File: src/design/tps_pkg.sv
`timescale 1ns / 1ps
`default_nettype none
package tps_pkg;

	localparam int QUEUE_DEPTH  = 64;
	localparam int MAX_DISPATCH = 16;

	// command codes
	localparam logic [1:0] CMD_REG   = 2'd0;
	localparam logic [1:0] CMD_UNREG = 2'd1;
	localparam logic [1:0] CMD_SCALE = 2'd2;
	localparam logic [1:0] CMD_TICK  = 2'd3;

	// result kinds
	localparam logic [2:0] KIND_DISPATCH  = 3'd0;
	localparam logic [2:0] KIND_DONE      = 3'd1;
	localparam logic [2:0] KIND_NONE_DUE  = 3'd2;
	localparam logic [2:0] KIND_FULL      = 3'd3;
	localparam logic [2:0] KIND_NOT_FOUND = 3'd4;

	localparam logic [8:0] SCALE_MAX = 9'd256;

	typedef struct packed {
		logic [31:0] due;
		logic [31:0] last_run;
		logic [7:0]  id;
		logic [15:0] mn;
		logic [15:0] mx;
		logic [8:0]  scale;
		logic        live;
	} entry_t;

	typedef enum logic [2:0] {
		OP_HOLD,
		OP_INSERT,
		OP_POP,
		OP_KILL,
		OP_SCALE
	} cell_op_t;

	// broadcast to every cell of the row
	typedef struct packed {
		cell_op_t   op;
		entry_t     ent;
		logic [7:0] id;
		logic [8:0] scale;
	} cell_ctrl_t;

	typedef struct packed {
		logic [2:0]  kind;
		logic [7:0]  task_out;
		logic [31:0] elapsed;
		logic [31:0] next_due;
		logic        last;
	} result_t;

	// queue order: due time, then smaller id, then dead before live
	function automatic logic ent_precedes(entry_t a, entry_t b);
		logic r;
		if (a.due != b.due) r = a.due < b.due;
		else if (a.id != b.id) r = a.id < b.id;
		else r = !a.live && b.live;
		return r;
	endfunction

endpackage
`default_nettype wire

File: src/design/tps_cell.sv
`timescale 1ns / 1ps
`default_nettype none
module tps_cell (
	input  wire                      clk,
	input  wire                      arst_n,
	input  wire tps_pkg::cell_ctrl_t ctrl,
	input  wire tps_pkg::entry_t     left_ent,
	input  wire                      left_vld,
	input  wire                      left_gt,
	input  wire tps_pkg::entry_t     right_ent,
	input  wire                      right_vld,
	output tps_pkg::entry_t          own_ent,
	output logic                     own_vld,
	output logic                     own_gt,
	output logic                     own_match
);
	import tps_pkg::*;

	entry_t ent_q;
	logic   vld_q;

	assign own_ent   = ent_q;
	assign own_vld   = vld_q;
	// new item belongs at or before this cell
	assign own_gt    = !vld_q || ent_precedes(ctrl.ent, ent_q);
	assign own_match = vld_q && ent_q.live && (ent_q.id == ctrl.id);

	// valid bit
	always_ff @(posedge clk or negedge arst_n) begin
		if (!arst_n) begin
			vld_q <= 1'b0;
		end else begin
			case (ctrl.op)
				OP_POP: vld_q <= right_vld;
				OP_INSERT: begin
					if (left_gt) vld_q <= left_vld;
					else if (own_gt) vld_q <= 1'b1;
				end
				default: vld_q <= vld_q;
			endcase
		end
	end

	// payload
	always_ff @(posedge clk) begin
		case (ctrl.op)
			OP_POP: ent_q <= right_ent;
			OP_INSERT: begin
				if (left_gt) ent_q <= left_ent;
				else if (own_gt) ent_q <= ctrl.ent;
			end
			OP_KILL: if (own_match) ent_q.live <= 1'b0;
			OP_SCALE: if (own_match) ent_q.scale <= ctrl.scale;
			default: ent_q <= ent_q;
		endcase
	end
endmodule
`default_nettype wire

File: config.mk
export PLATFORM = sky130hd
export DESIGN_NAME = tps_cell
export DESIGN_NICKNAME = d
export VERILOG_FILES = /design/src/design/tps_pkg.sv /design/src/design/tps_cell.sv
export SDC_FILE = /design/constraint.sdc
export NUM_CORES = 1
export LEC_CHECK = 0
export BUFFER_PORTS_ARGS = -buffer_cell sky130_fd_sc_hd__buf_2
export CAP_MARGIN = 20
export CORE_AREA = 2 2 188 190
export CTS_CLUSTER_DIAMETER = 80
export DETAILED_ROUTE_END_ITERATION = 8
export DIE_AREA = 0 0 190 192
export GPL_TIMING_DRIVEN = 0
export PLACE_DENSITY_LB_ADDON = 0.08
export SLEW_MARGIN = 10
export SYNTH_ARGS = -nofsm -noshare
export SYNTH_HDL_FRONTEND = slang
export SYNTH_SLANG_ARGS = --single-unit
File: constraint.sdc
create_clock -name clk -period 17.35 [get_ports clk]
set_clock_uncertainty 0.15 [all_clocks]
set_input_delay 0.8675 -clock clk [delete_from_list [all_inputs] [get_ports clk]]
set_output_delay 0.8675 -clock clk [all_outputs]
set_load 0.01 [all_outputs]
Word level (Yosys, flattened, before mapping)
Index checks and enable logic that the tools add are counted.
Widths: inputs -> output; s select.
- reductions and logical operators: 12
- muxes and demuxes: 12
- equality and inequality tests: 10
- magnitude comparators: 2
- operators with widths (operator ; number):
    $mux 114 ; 2
    $pmux 104 s2 ; 1
    $lt 32x32->1 ; 1
    $ne 32x32->1 ; 1
    $pmux 9 s3 ; 1
    $mux 9 ; 1
    $eq 8x8->1 ; 1
    $lt 8x8->1 ; 1
    $ne 8x8->1 ; 1
    $eq 3x2->1 const B ; 2
    $reduce_and 3->1 ; 2
    $reduce_bool 3->1 ; 2
    $mux 1 ; 5
    $ne 2x2->1 const B ; 2
    $eq 3x1->1 const B ; 1
    $eq 3x3->1 const B ; 1
    $logic_and 1x1->1 ; 3
    $ne 3x3->1 const B ; 1
    $pmux 1 s3 ; 1
    $logic_not 1->1 ; 2
    $pmux 1 s2 ; 1
    $reduce_and 2->1 ; 1
    $reduce_bool 2->1 ; 1
    $logic_or 1x1->1 ; 1
- output and inout port bits: 117
- word-level logic and storage cells: 44
- input port bits: 367
- bits in registers: 115

Logic depth before layout (Yosys ltp)
- word-level depth: 8
- mapped depth: 8
- gate-level depth less buffers: 8

Worst setup path before layout
OpenSTA, ideal clock, no wires.
- path type: input-to-reg
- from: input ctrl[118] (netlist name)
- to: register ent_q (netlist bit own_ent[100]) (enable)
- setup slack: 9.210 ns
- buffers on the path: 0
- data required time: 16.597 ns
- stages: 7
- data arrival time: 7.387 ns
- library setup time: 0.603 ns
- path through: ha_1 a21oi_1 o21ai_0 a221o_1 a2111oi_4 a31oi_1 o22ai_1
- word-level cells in the longest chain between the ends: 5
- elaborated cells on any way between the ends: 6
- those cells by class: order compare (1); eq/ne (2); mux (1); reduce/logical (2)
- ends and longest elaborated chain (element ; line ; source):
    from (decl) ; tps_cell.sv:6 ; input wire tps_pkg::cell_ctrl_t ctrl,
    $lt 32x32->1 / $ne 32x32->1 (equally long branches) ; tps_pkg.sv:60 ; if (a.due != b.due) r = a.due < b.due;
    $mux 1 (*) ; tps_pkg.sv:60 ;
    $logic_or 1x1->1 (*) ; tps_cell.sv:25 ; assign own_gt = !vld_q || ent_precedes(ctrl.ent, ent_q);
    $ne 3x3->1 (no line) (*) ; -- ;
    $reduce_and 2->1 (no line) (*) ; -- ;
    to (signal assigned) ; tps_cell.sv:47 ; OP_POP: ent_q <= right_ent;
    to (signal assigned) ; tps_cell.sv:49 ; if (left_gt) ent_q <= left_ent;
    to (signal assigned) ; tps_cell.sv:50 ; else if (own_gt) ent_q <= ctrl.ent;
    to (decl) ; tps_cell.sv:19 ; entry_t ent_q;
Mark *: on every way between the ends. The rest lies on a longest branch, timed or not.
A chain may end at the register's enable or synchronous reset.

Worst setup path after layout
- from: input ctrl[118] (netlist name)
- to: register ent_q (netlist bit own_ent[68]) (enable)
Same word-level chain as after synthesis.

==> summary.txt <==
Synthesis
  – FFs w/ async S/R, synth: less than 1%
  – Post-synth EDFFs: between 100 and 150
  – Yosys reg bits: roughly 120
  – Share of the yosys chip area belonging to registers: between 40% and 50%
  – Post-synthesis average cell area: about 11 um^2
  – Synthesized area: ~7000 um^2
  – Post-synth cell types: 45
  – YS warnings: 0
  – Syn Nets: roughly 1100
  – Synth Flop Type: edfxtp_1
  – Cell count after synthesis: about 670

Placed design
  – Post-Place Worst Slack: about 13 ns
  – Placed cells: 1612
  – Detailed Place HPWL: 26.7 mm
  – GP Congestion: 0.819
  – Port Buffers: ~480

Timing
  – Slew margin rel.: 34.8%
  – Endpoints failing setup: 0
  – Period utilization: a little under a quarter
  – Unrepaired setup endpoints after global routing: false
  – Fmax: 248 MHz
  – Post-route setup TNS: 0 ns
  – PnR worst setup slack: 13.31 ns
  – Fin crit period: 4.04 ns
  – Fin. Hold Viols: 0
  – Slew Viols, Final: 0
  – Slew at the pin closest to its max-slew limit: roughly 1 ns

Setup path
  – R2R depth: 11
  – Critical path class: in2reg
  – CP max FO: 19
  – Startpoint Class: input pin
  – Crit path DAT: 4.03 ns
  – Crit path capture type: flop
  – CP required: 17.34 ns

Detailed routing
  – Post-Route WL: ~32 mm
  – Routed WL per cell: around 20 um
  – Drt first pass iters: 4
  – Drt first-iter violations: roughly 210
  – Drt drc: 0
  – ANT nets after route: 0
  – Vias post-DR: just under 7000
  – Drt via density: 4.22

Die
  – IO Count: 484
  – Full die area: 36500 um^2
  – Initial Util: 20.7%
  – Die H: approximately 190 um
  – Row cnt: 68
  – Die Width: between 150 and 200 um
  – Total core area: approximately 34000 um^2

Cells and area
  – Final Util: 31.6%
  – FF+latch area: between 3000 and 4000 um^2
  – Fill count: about 3700
  – Layout area overhead: 52.8%
  – Share of layout cells above drive strength 1: ~46%
  – Layout Nets: 1583
  – Post-Layout Cell Count: 1645
  – Area of the multi-input gates: about 3300 um^2

Power and ir drop
  – Power Dens Cells: just over 80 nW/um^2
  – Leak Pwr: 0.00538 uW
  – Max VDD drop: about 0.068 mV
  – Pwr Total: ~870 uW

Global route
  – Vias in the first global route: roughly 7300
  – Total gr overflow: 0
  – Initial antenna violation count: 2
  – GRT Overall Usage: between 10% and 20%
  – First-pass GRT wire length: between 40 and 50 mm
  – Largest net degree at the start of global routing: 20

Hold path
  – Worst Hold Class: in2async

Run
  – Max-cap viol count: 0

Clock network
  – Max clock buf depth: 2
  – Setup Buffers After CTS: 0
  – Post-cts resize count: 0
  – Worst-path clk slew: 0.06 ns
  – CTS Sinks: around 120
  – CTS HTree Levels: 4
  – TritonCTS clock tree: yes
  – CTS Hold Buffers Added: 0
  – Total CTS buffers: 17
  – Clk Latency, worst-skew pair: around 0.44 ns
  – Clock root cell: clkbuf_16

Outcome
  – Outcome: complete, no violations
-- stage by stage --
step | hold WS (ns) | instance area [um^2]
after global placement | 0.500 | 10100
after global routing | 0.0191 | 10800
after CTS | 0.0177 | 10800
after floorplan | 0.422 | 7090
final | 0.0469 | 10800
after detailed placement | 0.495 | 10200
-- path summary, 6_finish.rpt --
| kind | startpoint | endpoint | slack [ns] |
|---|---|---|---|
| worst max register to register | own_ent[99]$_DFFE_PP_ | own_ent[68]$_DFFE_PP_ | 13.49 |
| max in group asynchronous | arst_n | own_vld$_DFFE_PN0P_ | 16.92 |
| worst min-delay path | arst_n | own_vld$_DFFE_PN0P_ | 0.05 |
| worst max-delay path | ctrl[118] | own_ent[68]$_DFFE_PP_ | 13.31 |
| min in group clk | own_vld$_DFFE_PN0P_ | own_vld$_DFFE_PN0P_ | 0.55 |
| worst min register to register | own_vld$_DFFE_PN0P_ | own_vld$_DFFE_PN0P_ | 0.55 |
-- cell usage in the layout (no fill, tap or decap), types with 2 or more instances in the layout --
cell type and n:
clkinv_4 7, a21o_1 5, o21ai_0 111, o211ai_1 2, clkinvlp_4 3, nand3_1 8, nor2_1 11, nor3_1 2
inv_1 43, nor3b_1 3, a21oi_1 14, bufinv_16 3, nand2_1 109, a221o_1 10, clkbuf_16 17, buf_16 5
nand4_1 10, mux2i_1 114, buf_2 497, ha_1 40, edfxtp_1 114, xnor2_1 8, clkbuf_1 20, buf_1 4
buf_6 2
-- flip-flops by register name, summed over array words and instances (netlist names) --
name     cells
own_ent    114
own_vld      1
-- report_power, final --
group / switching, uW / internal, uW
Clock: 145 / 227
Combinational: 88.6 / 78.8
Sequential: 5.91 / 328
-- worst max-delay path: stages --
cell	delay, ns
buf_2	0.11
ha_1	0.32
a21oi_1	0.14
o21ai_0	0.12
a221o_1	0.41
a2111oi_4	0.41
a31oi_1	0.29
o22ai_4	0.71
buf_16	0.25
buf_16	0.19
buf_16	0.17
-- layer usage --
metal | GRT usage, % | wire length [um] | vias to the layer above | share of wire, %
met1 | 21.1 | 13400 | 3163 | 42
met5 | 0 | 11 | - | 0.034
met3 | 5.15 | 2250 | 20 | 7.0
li1 | - | - | 3475 | -
met2 | 30.6 | 16200 | 277 | 50
met4 | 4.17 | 345 | 2 | 1.1
-- synth_stat cells, drive strengths merged, types with 2 or more instances --
cell type  number  share of area [%]
edfxtp        114                 48
mux2i         114                 16
o21ai         112                7.9
nand2         109                5.8
inv            44                2.3
ha             40                7.1
buf            22                1.7
clkbuf         19                1.0
a21oi          14               0.99
nor2           11               0.58
a221o          10                1.4
nand4          10               0.88
nand3           8               0.56
xnor2           8               0.99
a21o            6               0.65
nor3b           3               0.32
a2111oi         2               0.51
nor2b           2               0.28
nor3            2               0.14
nor4            2               0.26
o211ai          2               0.21
o22ai           2               0.18
-- kinds of logic after synthesis --
logic type / synth area share [%]
AO/OA/AOI/OAI: 12.8
multiplexers: 16.1
buffers and inverters: 4.99
AND/OR/NAND/NOR: 9.46
XOR/XNOR: 0.988
adder cells (fa/ha/maj): 7.06
flip-flops: 48.6
-- layout make-up --
class                           instances  share of cell area [%]
Sequential cell                       115                    31.8
Multi-Input combinational cell        471                    30.5
Buffer                                 41                    1.74
Clock inverter                         14                    1.69
Clock buffer                           18                    3.96
Tap cell                              455                    5.25
Inverter                               44                    1.52
Timing Repair Buffer                  486                    23.5
Antenna cell                            1                  0.0231
No activity file was read; power rests on OpenSTA's default activity.
